$ cat src/utf8tc_pkg.sv
// Shared types, constants and mapping functions for the Turkish UTF-8 case folder.
package utf8tc_pkg;

  // Configuration register values
  localparam logic MODE_UPPER = 1'b0;
  localparam logic MODE_FOLD  = 1'b1;

  // Results allowed per request, and job queue size
  localparam int MAX_RESULTS = 6;
  localparam int QUEUE_DEPTH = 4;
  localparam int QPTR_W      = $clog2(QUEUE_DEPTH);

  // Characters and lead byte masks
  localparam logic [7:0] CH_LOWER_A = 8'h61;
  localparam logic [7:0] CH_LOWER_I = 8'h69;
  localparam logic [7:0] CH_LOWER_Z = 8'h7A;
  localparam logic [7:0] CASE_DIFF  = 8'h20;
  localparam logic [7:0] DOT_I_B0   = 8'hC4;
  localparam logic [7:0] DOT_I_B1   = 8'hB0;
  localparam logic [7:0] LEAD2_MASK = 8'hE0;
  localparam logic [7:0] LEAD2_VAL  = 8'hC0;
  localparam logic [7:0] LEAD3_MASK = 8'hF0;
  localparam logic [7:0] LEAD3_VAL  = 8'hE0;
  localparam logic [7:0] LEAD4_MASK = 8'hF8;
  localparam logic [7:0] LEAD4_VAL  = 8'hF0;

  // One complete unit of work: up to four bytes to scan
  typedef struct packed {
    logic [3:0][7:0] bytes;
    logic [2:0]      len;
    logic            last;
    logic            mode;
  } job_t;

  // Queue status toward front and back
  typedef struct packed {
    logic full;
    logic empty;
  } q_status_t;

  // Mapped output of one character: one or two bytes
  typedef struct packed {
    logic       two;
    logic [7:0] b0;
    logic [7:0] b1;
  } map_t;

  // Sequence length from a lead byte; anything else counts as one
  function automatic logic [2:0] lead_len(input logic [7:0] c);
    logic [2:0] n;
    n = 3'd1;
    if ((c & LEAD2_MASK) == LEAD2_VAL) n = 3'd2;
    else if ((c & LEAD3_MASK) == LEAD3_VAL) n = 3'd3;
    else if ((c & LEAD4_MASK) == LEAD4_VAL) n = 3'd4;
    return n;
  endfunction

  // Map a single byte character
  function automatic map_t map_single(input logic mode, input logic [7:0] c);
    map_t m;
    m.two = 1'b0;
    m.b0  = c;
    m.b1  = c;
    if (mode == MODE_UPPER && c == CH_LOWER_I) begin
      m.two = 1'b1;
      m.b0  = DOT_I_B0;
      m.b1  = DOT_I_B1;
    end else if (c >= CH_LOWER_A && c <= CH_LOWER_Z) begin
      m.b0 = c - CASE_DIFF;
    end
    return m;
  endfunction

  // Map a two byte sequence; unknown pairs pass through
  function automatic map_t map_pair(input logic mode, input logic [7:0] a,
                                    input logic [7:0] b);
    map_t m;
    m.two = 1'b1;
    m.b0  = a;
    m.b1  = b;
    if (mode == MODE_UPPER) begin
      case ({a, b})
        16'hC4B1: begin m.two = 1'b0; m.b0 = 8'h49; end
        16'hC3A7: m.b1 = 8'h87;
        16'hC49F: m.b1 = 8'h9E;
        16'hC3B6: m.b1 = 8'h96;
        16'hC59F: m.b1 = 8'h9E;
        16'hC3BC: m.b1 = 8'h9C;
        default: m.two = 1'b1;
      endcase
    end else begin
      case ({a, b})
        16'hC4B1, 16'hC4B0: begin m.two = 1'b0; m.b0 = 8'h49; end
        16'hC3A7, 16'hC387: begin m.two = 1'b0; m.b0 = 8'h43; end
        16'hC49F, 16'hC49E: begin m.two = 1'b0; m.b0 = 8'h47; end
        16'hC3B6, 16'hC396: begin m.two = 1'b0; m.b0 = 8'h4F; end
        16'hC59F, 16'hC59E: begin m.two = 1'b0; m.b0 = 8'h53; end
        16'hC3BC, 16'hC39C: begin m.two = 1'b0; m.b0 = 8'h55; end
        default: m.two = 1'b1;
      endcase
    end
    return m;
  endfunction

endpackage

$ cat src/utf8tc_intf.sv
// Channel interfaces: input bytes, result bytes and the mode register write.
interface utf8tc_in_if;
  logic       valid;
  logic       ready;
  logic [7:0] in_byte;
  logic       is_last;
  modport source (output valid, in_byte, is_last, input ready);
  modport sink (input valid, in_byte, is_last, output ready);
endinterface

interface utf8tc_out_if;
  logic       valid;
  logic       ready;
  logic [7:0] out_byte;
  logic       run_end;
  logic       string_end;
  modport source (output valid, out_byte, run_end, string_end, input ready);
  modport sink (input valid, out_byte, run_end, string_end, output ready);
endinterface

interface utf8tc_cfg_if;
  logic valid;
  logic ready;
  logic mode;
  modport source (output valid, mode, input ready);
  modport sink (input valid, mode, output ready);
endinterface

$ cat src/utf8tc_front.sv
// Front end: takes bytes, holds incomplete sequences and forms scan jobs.
module utf8tc_front (
  input  logic                 clk,
  input  logic                 rst,
  utf8tc_cfg_if.sink           cfg_ch,
  utf8tc_in_if.sink            in_ch,
  input  utf8tc_pkg::q_status_t q_status,
  output logic                 push,
  output utf8tc_pkg::job_t     push_job
);

  logic [7:0] held [3];
  logic [1:0] held_count;
  logic       mode;

  logic       accept;
  logic [2:0] lead_n;
  logic       form;

  assign cfg_ch.ready = 1'b1;
  assign in_ch.ready  = !q_status.full;
  assign accept       = in_ch.valid && in_ch.ready;

  // Assemble held bytes and the new byte into a job
  always_comb begin
    push_job.bytes[0] = (held_count > 2'd0) ? held[0] : in_ch.in_byte;
    push_job.bytes[1] = (held_count > 2'd1) ? held[1] : in_ch.in_byte;
    push_job.bytes[2] = (held_count > 2'd2) ? held[2] : in_ch.in_byte;
    push_job.bytes[3] = in_ch.in_byte;
    push_job.len      = {1'b0, held_count} + 3'd1;
    push_job.last     = in_ch.is_last;
    push_job.mode     = mode;
    lead_n = utf8tc_pkg::lead_len((held_count == 2'd0) ? in_ch.in_byte : held[0]);
    form   = in_ch.is_last || (push_job.len == lead_n);
  end

  assign push = accept && form;

  // Update mode register
  always_ff @(posedge clk) begin
    if (rst) begin
      mode <= utf8tc_pkg::MODE_UPPER;
    end else if (cfg_ch.valid && cfg_ch.ready) begin
      mode <= cfg_ch.mode;
    end
  end

  // Hold incomplete sequence bytes; drop them once a job forms
  always_ff @(posedge clk) begin
    if (rst) begin
      held_count <= 2'd0;
    end else if (accept) begin
      if (form) begin
        held_count <= 2'd0;
      end else begin
        held_count <= held_count + 2'd1;
      end
    end
  end

  // Store the byte of a request that leaves the sequence open
  always_ff @(posedge clk) begin
    if (accept && !form) begin
      held[held_count] <= in_ch.in_byte;
    end
  end

endmodule

$ cat src/utf8tc_queue.sv
// Job queue between the front end and the back end.
module utf8tc_queue (
  input  logic                  clk,
  input  logic                  rst,
  input  logic                  push,
  input  utf8tc_pkg::job_t      push_job,
  input  logic                  pop,
  output utf8tc_pkg::job_t      head,
  output utf8tc_pkg::q_status_t q_status
);

  localparam int CNT_W = utf8tc_pkg::QPTR_W + 1;

  utf8tc_pkg::job_t                 mem [utf8tc_pkg::QUEUE_DEPTH];
  logic [utf8tc_pkg::QPTR_W-1:0]    wr_ptr;
  logic [utf8tc_pkg::QPTR_W-1:0]    rd_ptr;
  logic [CNT_W-1:0]                 count;

  assign head           = mem[rd_ptr];
  assign q_status.full  = (count == CNT_W'(utf8tc_pkg::QUEUE_DEPTH));
  assign q_status.empty = (count == '0);

  // Advance pointers and occupancy
  always_ff @(posedge clk) begin
    if (rst) begin
      wr_ptr <= '0;
      rd_ptr <= '0;
      count  <= '0;
    end else begin
      if (push) wr_ptr <= wr_ptr + utf8tc_pkg::QPTR_W'(1);
      if (pop) rd_ptr <= rd_ptr + utf8tc_pkg::QPTR_W'(1);
      if (push && !pop) count <= count + CNT_W'(1);
      else if (pop && !push) count <= count - CNT_W'(1);
    end
  end

  // Write job storage
  always_ff @(posedge clk) begin
    if (push) mem[wr_ptr] <= push_job;
  end

endmodule

$ cat src/utf8tc_back.sv
// Back end: scans the head job and emits converted bytes one per cycle while out_ch is ready.
module utf8tc_back (
  input  logic                  clk,
  input  logic                  rst,
  input  utf8tc_pkg::job_t      head,
  input  utf8tc_pkg::q_status_t q_status,
  output logic                  pop,
  utf8tc_out_if.source          out_ch
);

  localparam logic [2:0] RES_LAST = 3'(utf8tc_pkg::MAX_RESULTS - 1);

  logic [1:0] idx;
  logic [1:0] sub;
  logic [2:0] res_cnt;
  logic       out_valid;
  logic [7:0] out_byte;
  logic       run_end;
  logic       string_end;

  logic       step;
  logic [7:0] c;
  logic [2:0] n;
  logic       fits;
  logic [2:0] u_cnt;
  logic [2:0] u_adv;
  logic [7:0] u_out;
  logic       unit_done;
  logic [2:0] next_pos;
  logic       job_done;
  utf8tc_pkg::map_t m;

  assign out_ch.valid      = out_valid;
  assign out_ch.out_byte   = out_byte;
  assign out_ch.run_end    = run_end;
  assign out_ch.string_end = string_end;

  assign step = !q_status.empty && (!out_valid || out_ch.ready);

  // Decode the unit at the scan position and pick its current byte
  always_comb begin
    c     = head.bytes[idx];
    n     = utf8tc_pkg::lead_len(c);
    fits  = ({1'b0, idx} + n) <= head.len;
    m     = utf8tc_pkg::map_single(head.mode, c);
    u_cnt = 3'd1;
    u_adv = 3'd1;
    u_out = c;
    if (n == 3'd1) begin
      u_cnt = m.two ? 3'd2 : 3'd1;
      u_out = (sub == 2'd0) ? m.b0 : m.b1;
    end else if (fits && n == 3'd2) begin
      m     = utf8tc_pkg::map_pair(head.mode, c, head.bytes[idx + 2'd1]);
      u_cnt = m.two ? 3'd2 : 3'd1;
      u_adv = 3'd2;
      u_out = (sub == 2'd0) ? m.b0 : m.b1;
    end else if (fits) begin
      u_cnt = n;
      u_adv = n;
      u_out = head.bytes[idx + sub];
    end
    unit_done = ({1'b0, sub} == (u_cnt - 3'd1));
    next_pos  = {1'b0, idx} + u_adv;
    job_done  = (unit_done && next_pos >= head.len) || (res_cnt == RES_LAST);
  end

  assign pop = step && job_done;

  // Advance the scan position inside the head job
  always_ff @(posedge clk) begin
    if (rst) begin
      idx     <= 2'd0;
      sub     <= 2'd0;
      res_cnt <= 3'd0;
    end else if (step) begin
      if (job_done) begin
        idx     <= 2'd0;
        sub     <= 2'd0;
        res_cnt <= 3'd0;
      end else begin
        res_cnt <= res_cnt + 3'd1;
        if (unit_done) begin
          idx <= next_pos[1:0];
          sub <= 2'd0;
        end else begin
          sub <= sub + 2'd1;
        end
      end
    end
  end

  // Output register: load on step, drop once taken
  always_ff @(posedge clk) begin
    if (rst) begin
      out_valid <= 1'b0;
    end else if (step) begin
      out_valid <= 1'b1;
    end else if (out_ch.ready) begin
      out_valid <= 1'b0;
    end
  end

  always_ff @(posedge clk) begin
    if (step) begin
      out_byte   <= u_out;
      run_end    <= job_done;
      string_end <= job_done && head.last;
    end
  end

endmodule

$ cat src/utf8_turkish_case_fold.sv
// Top level of the streaming Turkish-locale UTF-8 case converter.
// Usage:
//   in_ch carries one byte of a UTF-8 string per request, is_last on the
//   final byte. out_ch returns the converted string one byte per request;
//   run_end marks the last byte caused by an input byte and string_end the
//   final byte of the whole string. cfg_ch writes mode (0 Turkish uppercase,
//   1 fold to ASCII key); always ready; user must write it while idle (unchecked).
// Timing:
//   A byte that completes a sequence yields its first result through the job
//   queue and the output register; bytes that leave a sequence open yield
//   nothing. One input byte is taken per cycle while the four-entry job
//   queue has room. The back end emits one result byte per cycle while out_ch
//   is ready, so an input expanding to k bytes holds it until all k are out;
//   the scan unit sets the sustained rate; the queue absorbs short bursts.
// Reset:
//   Synchronous rst clears held bytes, empties the queue and sets mode 0.
// Stalls:
//   With out_ch.ready low the output register holds its byte, the queue
//   fills, and in_ch.ready drops once four jobs are waiting.
module utf8_turkish_case_fold (
  input  logic          clk,
  input  logic          rst,
  utf8tc_cfg_if.sink    cfg_ch,
  utf8tc_in_if.sink     in_ch,
  utf8tc_out_if.source  out_ch
);

  utf8tc_pkg::q_status_t q_status;
  utf8tc_pkg::job_t      push_job;
  utf8tc_pkg::job_t      head;
  logic                  push;
  logic                  pop;

  utf8tc_front u_front (
    .clk      (clk),
    .rst      (rst),
    .cfg_ch   (cfg_ch),
    .in_ch    (in_ch),
    .q_status (q_status),
    .push     (push),
    .push_job (push_job)
  );

  utf8tc_queue u_queue (
    .clk      (clk),
    .rst      (rst),
    .push     (push),
    .push_job (push_job),
    .pop      (pop),
    .head     (head),
    .q_status (q_status)
  );

  utf8tc_back u_back (
    .clk      (clk),
    .rst      (rst),
    .head     (head),
    .q_status (q_status),
    .pop      (pop),
    .out_ch   (out_ch)
  );

`ifndef NO_ASSERTIONS
  a_no_push_full: assert property (@(posedge clk) disable iff (rst)
    push |-> !q_status.full)
    else $error("job pushed into a full queue");

  a_no_pop_empty: assert property (@(posedge clk) disable iff (rst)
    pop |-> !q_status.empty)
    else $error("job popped from an empty queue");

  a_string_end_run_end: assert property (@(posedge clk) disable iff (rst)
    (out_ch.valid && out_ch.string_end) |-> out_ch.run_end)
    else $error("string end without run end");

  a_pop_marks_run_end: assert property (@(posedge clk) disable iff (rst)
    pop |=> (out_ch.valid && out_ch.run_end))
    else $error("finished job did not flag run end");
`endif

endmodule

$ cat src/flat_wrapper.sv
// flat-port wrapper written by rule: the top's interface ports become plain ports
module utf8_turkish_case_fold_flat 
  (clk, rst, cfg_ch_valid, cfg_ch_mode, cfg_ch_ready, in_ch_valid, in_ch_in_byte, in_ch_is_last, in_ch_ready, out_ch_valid, out_ch_out_byte, out_ch_run_end, out_ch_string_end, out_ch_ready);
  utf8tc_cfg_if cfg_ch_i ();
  utf8tc_in_if in_ch_i ();
  utf8tc_out_if out_ch_i ();
  input  logic clk;
  input  logic rst;
  input wire logic [$bits(cfg_ch_i.valid)-1:0] cfg_ch_valid;
  input wire logic [$bits(cfg_ch_i.mode)-1:0] cfg_ch_mode;
  output wire logic [$bits(cfg_ch_i.ready)-1:0] cfg_ch_ready;
  input wire logic [$bits(in_ch_i.valid)-1:0] in_ch_valid;
  input wire logic [$bits(in_ch_i.in_byte)-1:0] in_ch_in_byte;
  input wire logic [$bits(in_ch_i.is_last)-1:0] in_ch_is_last;
  output wire logic [$bits(in_ch_i.ready)-1:0] in_ch_ready;
  output wire logic [$bits(out_ch_i.valid)-1:0] out_ch_valid;
  output wire logic [$bits(out_ch_i.out_byte)-1:0] out_ch_out_byte;
  output wire logic [$bits(out_ch_i.run_end)-1:0] out_ch_run_end;
  output wire logic [$bits(out_ch_i.string_end)-1:0] out_ch_string_end;
  input wire logic [$bits(out_ch_i.ready)-1:0] out_ch_ready;
  assign cfg_ch_i.valid = cfg_ch_valid;
  assign cfg_ch_i.mode = cfg_ch_mode;
  assign cfg_ch_ready = cfg_ch_i.ready;
  assign in_ch_i.valid = in_ch_valid;
  assign in_ch_i.in_byte = in_ch_in_byte;
  assign in_ch_i.is_last = in_ch_is_last;
  assign in_ch_ready = in_ch_i.ready;
  assign out_ch_valid = out_ch_i.valid;
  assign out_ch_out_byte = out_ch_i.out_byte;
  assign out_ch_run_end = out_ch_i.run_end;
  assign out_ch_string_end = out_ch_i.string_end;
  assign out_ch_i.ready = out_ch_ready;
  utf8_turkish_case_fold u_core (.clk(clk), .rst(rst), .cfg_ch(cfg_ch_i), .in_ch(in_ch_i), .out_ch(out_ch_i));
endmodule
$ cat config.mk
export PLATFORM = sky130hd
export DESIGN_NAME = utf8_turkish_case_fold_flat
export DESIGN_NICKNAME = d
export VERILOG_FILES = /design/src/utf8tc_pkg.sv /design/src/utf8tc_intf.sv /design/src/utf8tc_front.sv /design/src/utf8tc_queue.sv /design/src/utf8tc_back.sv /design/src/utf8_turkish_case_fold.sv /design/src/flat_wrapper.sv
export SDC_FILE = /design/constraint.sdc
export NUM_CORES = 1
export LEC_CHECK = 0
export ABC_AREA = 1
export BUFFER_PORTS_ARGS = -buffer_cell sky130_fd_sc_hd__buf_2
export CORE_ASPECT_RATIO = 0.5
export CORE_MARGIN = 2
export CORE_UTILIZATION = 57
export CTS_CLUSTER_SIZE = 10
export DETAILED_ROUTE_END_ITERATION = 16
export GPL_TIMING_DRIVEN = 0
export MAX_ROUTING_LAYER = met4
export PLACE_DENSITY = 0.81
export SLEW_MARGIN = 20
export SYNTH_ARGS = -nofsm -noshare
export SYNTH_HDL_FRONTEND = slang
export SYNTH_HIERARCHICAL = 1
export SYNTH_SLANG_ARGS = --single-unit
$ cat constraint.sdc
create_clock -name clk -period 5.8 [get_ports clk]
set_clock_uncertainty 0.15 [all_clocks]
set_input_delay 0.58 -clock clk [delete_from_list [all_inputs] [get_ports clk]]
set_output_delay 0.58 -clock clk [all_outputs]
set_load 0.02 [all_outputs]
==> impl_metrics.py, run 1 <==
metrics = {
    "run_status": {
        "status": "finished, violations left",
        "violations": "negative setup slack",
    },
    "floorplan": {
        "core_mm2": 0.0176,
        "die_h_um": 99.3,
        "die_x_um": 195,
        "io_pins": 28,
        "placementRows": 34,
        "die-area_mm2": 0.0193,
        "start_util_pct": 58.9,
    },
    "worst_setup_path": {
        "max_stage_delay_ns": 0.45,
        "critPathSlowestCell": "fa_1",
        "critPathKind": "flip-flop to flip-flop",
        "crit_arrival_ns": 6.50,
        "worstPathMaxFanout": 8,
        "cp_data_required_time_ns": 6.07,
        "crit_top_cell": "nand2_1",
        "worst_setup_path_start_kind": "flip-flop",
        "endpoint_kind": "flip-flop",
    },
    "hold_path": {
        "hold_path_class": "primary input to flip-flop",
    },
    "grt": {
        "grt_max_degree": 27,
        "grt_use_total_pct": 33.2,
        "grt.overflow.total": 0,
        "grt_pass1_wl_um": 47600,
        "grt_pass1_vias": 8342,
        "antenna_found_initial": 0,
    },
    "synthesis": {
        "synthArstFlopShare_pct": 0,
        "yosysSeqAreaShare_pct": 56.7,
        "synth_cells": 1061,
        "synth_area_per_cell_um2": 9.75,
        "synth_area_mm2": 0.0103,
        "ys_types": 53,
        "synth-edff-count": 182,
        "ys_warn_count": 6,
        "ys_ff_latch": 202,
        "synth_top_flop_cell": "edfxtp_1",
        "synth_fp_nets": 1105,
    },
    "placed_design": {
        "place_area_mm2": 0.0109,
        "dpl.hpwl_um": 18800,
        "gp_congestion": 0.919,
        "dp_cells": 1325,
        "place_ws_ns": -1.34,
        "portBuffers": 26,
    },
    "sta": {
        "fin_crit_ns": 6.23,
        "fin_setup_tns_ns": -1.53,
        "whs_ns": 0.167,
        "fin_crit_sh_pct": 107,
        "tightest_slew_ns": 1.08,
        "worst_slack_ns": -0.427,
        "fmax_ghz": 0.161,
        "hold_violations": 0,
        "slew-limit-headroom_pct": 27.9,
        "rsz0062_at_grt": "true",
        "report.final.slew_viol_count": 0,
        "setup_viol": 6,
    },
    "pwr": {
        "power_frac_clock_pct": 16.8,
        "p_comb_share_pct": 59.7,
        "switching_share_pct": 44.4,
        "power_density_mw_per_mm2": 648,
        "p_leak_nw": 5.29,
        "p_sw_mw": 3.71,
        "p_seq_share_pct": 23.5,
        "internal-power_mw": 4.64,
        "ir_drop_mv": 0.282,
        "power_mw": 8.35,
    },
    "finish": {
        "fin_nets": 1253,
        "fin_util_pct": 73.4,
        "area_growth_pct": 24.6,
        "stdcell_count": 1461,
        "finish.instance_area_mm2": 0.0129,
        "drive_above_1_share_pct": 28.1,
        "antennaDiodeCount": 0,
        "final_cell_mix": "nand2_1, edfxtp_1, nor2_1",
        "final_common_cell": "nand2_1",
    },
    "drt": {
        "drc": 0,
        "firstDrtPassIters": 6,
        "initialDrtViolationCount": 1464,
        "antenna_left": 0,
        "vias": 9084,
        "routed_wl_um": 32700,
        "vias_per_cell": 6.22,
        "wl_per_cell_um": 22.4,
    },
    "clock_tree": {
        "insertion_delay_ns": 0.53,
        "clock_path_buffers": 3,
        "cts_buffers": 24,
        "cts.sinks": 202,
        "hold_buffers": 0,
        "cts_root_buf": "clkbuf_16",
        "clk_pin_slew_ns": 0.05,
        "htree_levels": 1,
        "cts_tree": "done",
    },
    "run": {
        "drv_cap": 0,
    },
}
## repair_timing
action	CTS	global route
endpoints found under the setup margin	16	8
setup buffers	76	15
cloned	3	0
gates resized for setup	98	48
pin swaps	38	38
## per-layer routing
metal  up-vias  part of all wire, %  GRT usage, %
met3       118                   11          5.12
met2       728                   47          53.5
met1      4292                   38          44.8
met5         -                    0             -
met4         0                  3.5          8.22
li1       3946                    -             -
## power groups by stage
stage / Clock (mW) / Sequential (mW) / Combinational (mW)
floorplan: 0 / 2.01 / 2.49
finish: 1.40 / 1.97 / 4.99
global route: 1.47 / 1.98 / 5.33
CTS: 1.38 / 1.95 / 4.39
global placement: 0 / 1.97 / 3.42
detailed placement: 0 / 1.98 / 3.52
## state kept, by name, indices dropped and copies added (netlist names), named ones only
signal	cells
u_core/u_queue/mem	148
u_core/u_front/held	24
u_core/u_back/out_ch.out_byte	8
u_core/u_back/res_cnt	3
u_core/u_queue/count	3
u_core/u_back/idx	2
u_core/u_back/sub	2
u_core/u_front/held_count	2
u_core/u_queue/rd_ptr	2
u_core/u_queue/wr_ptr	2
u_core/u_back/out_ch.run_end	1
u_core/u_back/out_ch.string_end	1
u_core/u_back/out_ch.valid	1
u_core/u_front/mode	1
## final cells by class
type | instances | area [µm²]
buffer | 48 | 438
clock buffer | 42 | 689
clock inverter | 2 | 35.0
fill | 1138 | 4670
inverter | 104 | 415
multi-input combinational | 706 | 4140
sequential | 202 | 5870
tap | 234 | 293
timing repair buffer | 123 | 1010
## cells in the mapped netlist, types with 5 or more instances
cell,instances,share of area [%]
nand2_2,24,1.5
nand3_1,28,1.4
dfxtp_1,20,3.9
o22ai_1,41,2.5
nor2_1,134,4.9
inv_1,88,3.2
nand2_1,209,7.6
buf_4,17,1.2
edfxtp_1,182,53
nor2_2,7,0.42
a21oi_1,25,1.2
buf_6,12,1.3
nor3_1,7,0.34
xor2_1,8,0.68
clkbuf_1,13,0.47
ha_1,26,3.1
o21ai_1,31,1.5
o21ai_0,92,4.4
nand4_1,12,0.73
buf_2,5,0.24
nand3_2,7,0.68
nand2_4,9,0.98
inv_2,14,0.51
## worst max-delay path: cells and delay by family, from the launching register on
family,cells,cell delay (ns)
XOR/XNOR,1,0.18
adder cells (fa/ha/maj),8,2.25
AND/OR/NAND/NOR,16,1.38
AO/OA/AOI/OAI,5,0.86
flip-flops,1,0.37
buffers and inverters,11,0.89
## path summary, 6_finish.rpt
check        slack, ns  depth (start not counted)                                 endpoint                                    start
min               0.17                          3         u_core/u_front/mode$_SDFFE_PP0P_                              cfg_ch_mode
min reg2reg       0.34                          2  u_core/u_back/out_ch.valid$_SDFFE_PP0P_  u_core/u_back/out_ch.valid$_SDFFE_PP0P_
max reg2reg      -0.43                         41     u_core/u_queue/count[2]$_SDFFE_PP0P_                                flip-flop
max              -0.43                         41     u_core/u_queue/count[2]$_SDFFE_PP0P_                                flip-flop
## logic make-up (layout without fill, tap and decap cells)
logic type	count (synthesis)	count (layout)	synth area share, %
buffers and inverters	153	319	7.32
multiplexers	1	1	0.0967
other	1	1	0.0362
AO/OA/AOI/OAI	218	218	11.9
adder cells (fa/ha/maj)	29	29	3.72
XOR/XNOR	10	10	0.846
AND/OR/NAND/NOR	447	447	19.4
flip-flops	202	202	56.7
Power figures use the tool's default switching activity.
==> run 2: changes to the inputs <==
- ABC_AREA: 1 -> default
- CORE_UTILIZATION: 57 -> 59
- CTS_BUF_LIST: default -> sky130_fd_sc_hd__clkbuf_8
- PLACE_DENSITY: 0.81 -> 0.83
==> run 2 against run 1 <==
Effect of this change: the run still ends with negative setup slack left; synthesized area decreased by 3.6%; utilization decreased by 2.8 points; combinational power decreased by 28%; sequential power decreased by 3%; critical path depth decreased by 10; critical endpoint unchanged; highest routed layer unchanged.
==> impl_metrics.py, run 2 <==
metrics = {
    "run_status": {
        "status": "finished, violations left",
        "violations": "negative setup slack",
    },
    "grt": {
        "antenna_found_initial": 0,
        "grt_pass1_wl_um": 34000,
        "grt.overflow.total": 0,
        "grt_pass1_vias": 5921,
        "grt_max_degree": 23,
        "grt_use_total_pct": 26.2,
    },
    "sta": {
        "tightest_slew_ns": 0.897,
        "fin_crit_sh_pct": 121,
        "rsz0062_at_grt": "true",
        "report.final.slew_viol_count": 0,
        "fin_setup_tns_ns": -9.60,
        "slew-limit-headroom_pct": 39.8,
        "hold_violations": 0,
        "fmax_ghz": 0.143,
        "fin_crit_ns": 7.00,
        "worst_slack_ns": -1.20,
        "setup_viol": 16,
    },
    "clock_tree": {
        "insertion_delay_ns": 0.57,
        "cts_tree": "done",
        "clk_pin_slew_ns": 0.07,
        "clock_path_buffers": 3,
        "hold_buffers": 0,
        "cts.sinks": 202,
        "cts_root_buf": "clkbuf_8",
        "cts_buffers": 28,
        "htree_levels": 1,
    },
    "floorplan": {
        "placementRows": 33,
        "die_h_um": 95.9,
        "io_pins": 28,
        "die_x_um": 188,
        "core_mm2": 0.0165,
        "start_util_pct": 60.6,
        "die-area_mm2": 0.0180,
    },
    "hold_path": {
        "hold_path_class": "primary input to flip-flop",
    },
    "worst_setup_path": {
        "endpoint_kind": "flip-flop",
        "crit_family": "adder cells",
        "critPathSlowestCell": "mux4_2",
        "max_stage_delay_ns": 0.57,
        "path_buf_inv": 4,
        "crit_top_cell": "ha_2",
        "worst_setup_path_start_kind": "flip-flop",
        "cp_data_required_time_ns": 6.13,
        "worstPathMaxFanout": 8,
        "critPathKind": "flip-flop to flip-flop",
        "crit_arrival_ns": 7.33,
    },
    "drt": {
        "initialDrtViolationCount": 676,
        "drc": 0,
        "wl_per_cell_um": 23.3,
        "vias_per_cell": 6.27,
        "vias": 6080,
        "antenna_left": 0,
        "routed_wl_um": 22600,
        "firstDrtPassIters": 5,
    },
    "finish": {
        "final_common_cell": "edfxtp_1",
        "antennaDiodeCount": 0,
        "area_growth_pct": 16.5,
        "nFillCells": 973,
        "largest_reg_flops": 148,
        "final_cell_mix": "edfxtp_1, mux4_2, buf_4",
        "finish.instance_area_mm2": 0.0116,
        "top_register": "u_core/u_queue/mem",
        "fin_nets": 766,
        "drive_above_1_share_pct": 36.3,
        "largest_registers": "u_core/u_queue/mem: 148 flops, u_core/u_front/held: 24 flops, u_core/u_back/out_ch.out_byte: 8 flops",
    },
    "synthesis": {
        "ys_warn_count": 6,
        "ys_types": 73,
        "yosysMostFrequentCell": "edfxtp_1",
        "synthArstFlopShare_pct": 0,
        "yosysSeqAreaShare_pct": 58.8,
        "yosys.area.top_type": "edfxtp_1",
        "synth_area_leaders": "edfxtp_1, mux4_2, dfxtp_1",
        "synth_top_area_share_pct": 54.8,
        "ys_ff_latch": 202,
        "synth_area_mm2": 0.00998,
        "yosys-top-cells-count": "edfxtp_1, mux4_2, nor2_1, ha_1, inv_1",
        "synth_fp_nets": 662,
        "synth_top_flop_cell": "edfxtp_1",
        "synth-edff-count": 182,
        "synth_area_per_cell_um2": 16.1,
        "synth_cells": 618,
    },
    "placed_design": {
        "place_area_mm2": 0.0105,
        "gp_congestion": 0.919,
        "dpl.hpwl_um": 15000,
        "portBuffers": 26,
    },
    "run": {
        "drv_cap": 0,
    },
    "pwr": {
        "power_density_mw_per_mm2": 556,
        "ir_drop_mv": 0.294,
        "p_leak_nw": 4.04,
    },
}
run 2: changes by cell type after synthesis, sizes merged, moves of 8 or more:
cell	before	now
nand4	12	0
nor2	142	32
inv	104	26
nand2	242	22
and2	0	8
buf	35	24
o22ai	41	3
or3	0	9
o21ai	123	30
mux2	0	25
mux4	0	61
nand3	37	7
run 2: kinds of logic (layout without fill, tap and decap cells):
family	Yosys count	count (layout)	share of synthesized area [%]
fa+ha+maj	29	29	3.86
buf+inv	57	181	3.59
xor+xnor	13	13	1.22
flops	202	202	58.8
other cells	1	1	0.0376
compound gates	89	89	5.90
mux	92	92	17.6
simple gates	135	135	8.96
run 2: worst register-to-register path: cells and delay by family, from the launching register on:
kind,cells,cell delay (ns)
buffers and inverters,4,0.41
muxes,3,1.34
xor gates and xnor gates,1,0.17
DFF,1,0.35
AOI/OAI and AO/OA,7,0.96
adders and majority gates,9,2.50
and+or+nand+nor,7,1.05
run 2: cell type report:
type	count	area (µm²)	share of cell area, %
Buffer	31	287	2.47
Clock buffer	28	385	3.32
Clock inverter	22	113	0.969
Inverter	26	97.6	0.840
Multi-Input combinational cell	359	3970	34.2
Sequential cell	202	5870	50.5
Tap cell	227	284	2.44
Timing Repair Buffer	74	618	5.32
run 2: final timing paths:
check | from | end | slack (ns) | depth (start not counted)
setup / recovery | flip-flop | u_core/u_queue/count[2]$_SDFFE_PP0P_ | -1.20 | 31
hold / removal | cfg_ch_mode | u_core/u_front/mode$_SDFFE_PP0P_ | 0.11 | 3
setup reg to reg | flip-flop | u_core/u_queue/count[2]$_SDFFE_PP0P_ | -1.20 | 31
hold reg to reg | u_core/u_back/out_ch.valid$_SDFFE_PP0P_ | u_core/u_back/out_ch.valid$_SDFFE_PP0P_ | 0.36 | 2
run 2: what timing repair did:
| item | CTS | global route |
|---|---|---|
| endpoints found under the setup margin | 16 | 16 |
| setup buffers | 42 | 20 |
| pin swaps | 10 | 13 |
| resized for setup | 38 | 32 |
run 2: per-layer routing:
layer,wire length (µm),global-route usage (%),vias up
met4,388,6.50,0
met3,1700,4.67,44
met1,10100,36.7,3087
met5,0,-,-
met2,10400,40.7,279
li1,-,-,2670
run 2: through the flow:
| step | worst slack [ns] | hold slack, ns | total power [mW] | utilization [%] | cells |
|---|---|---|---|---|---|
| 2_1_floorplan | -0.958 | 0.312 | 3.79 | - | 618 |
| 3_3_place_gp | -1.64 | 0.333 | 4.33 | 63.3 | 871 |
| 3_5_place_dp | -1.81 | 0.345 | 4.42 | 63.9 | 875 |
| 4_1_cts | -1.11 | 0.104 | 6.16 | 69.7 | 966 |
| 5_1_grt | -1.42 | 0.133 | 6.80 | 70.5 | 969 |
| 6_report | -1.20 | 0.113 | 6.47 | 70.5 | 969 |
run 2: power breakdown:
group	total, mW	switching [mW]	internal [mW]
registers	1.91	0.0731	1.83
clock network	0.992	0.533	0.460
logic	3.57	1.83	1.74
total	6.47	2.43	4.04
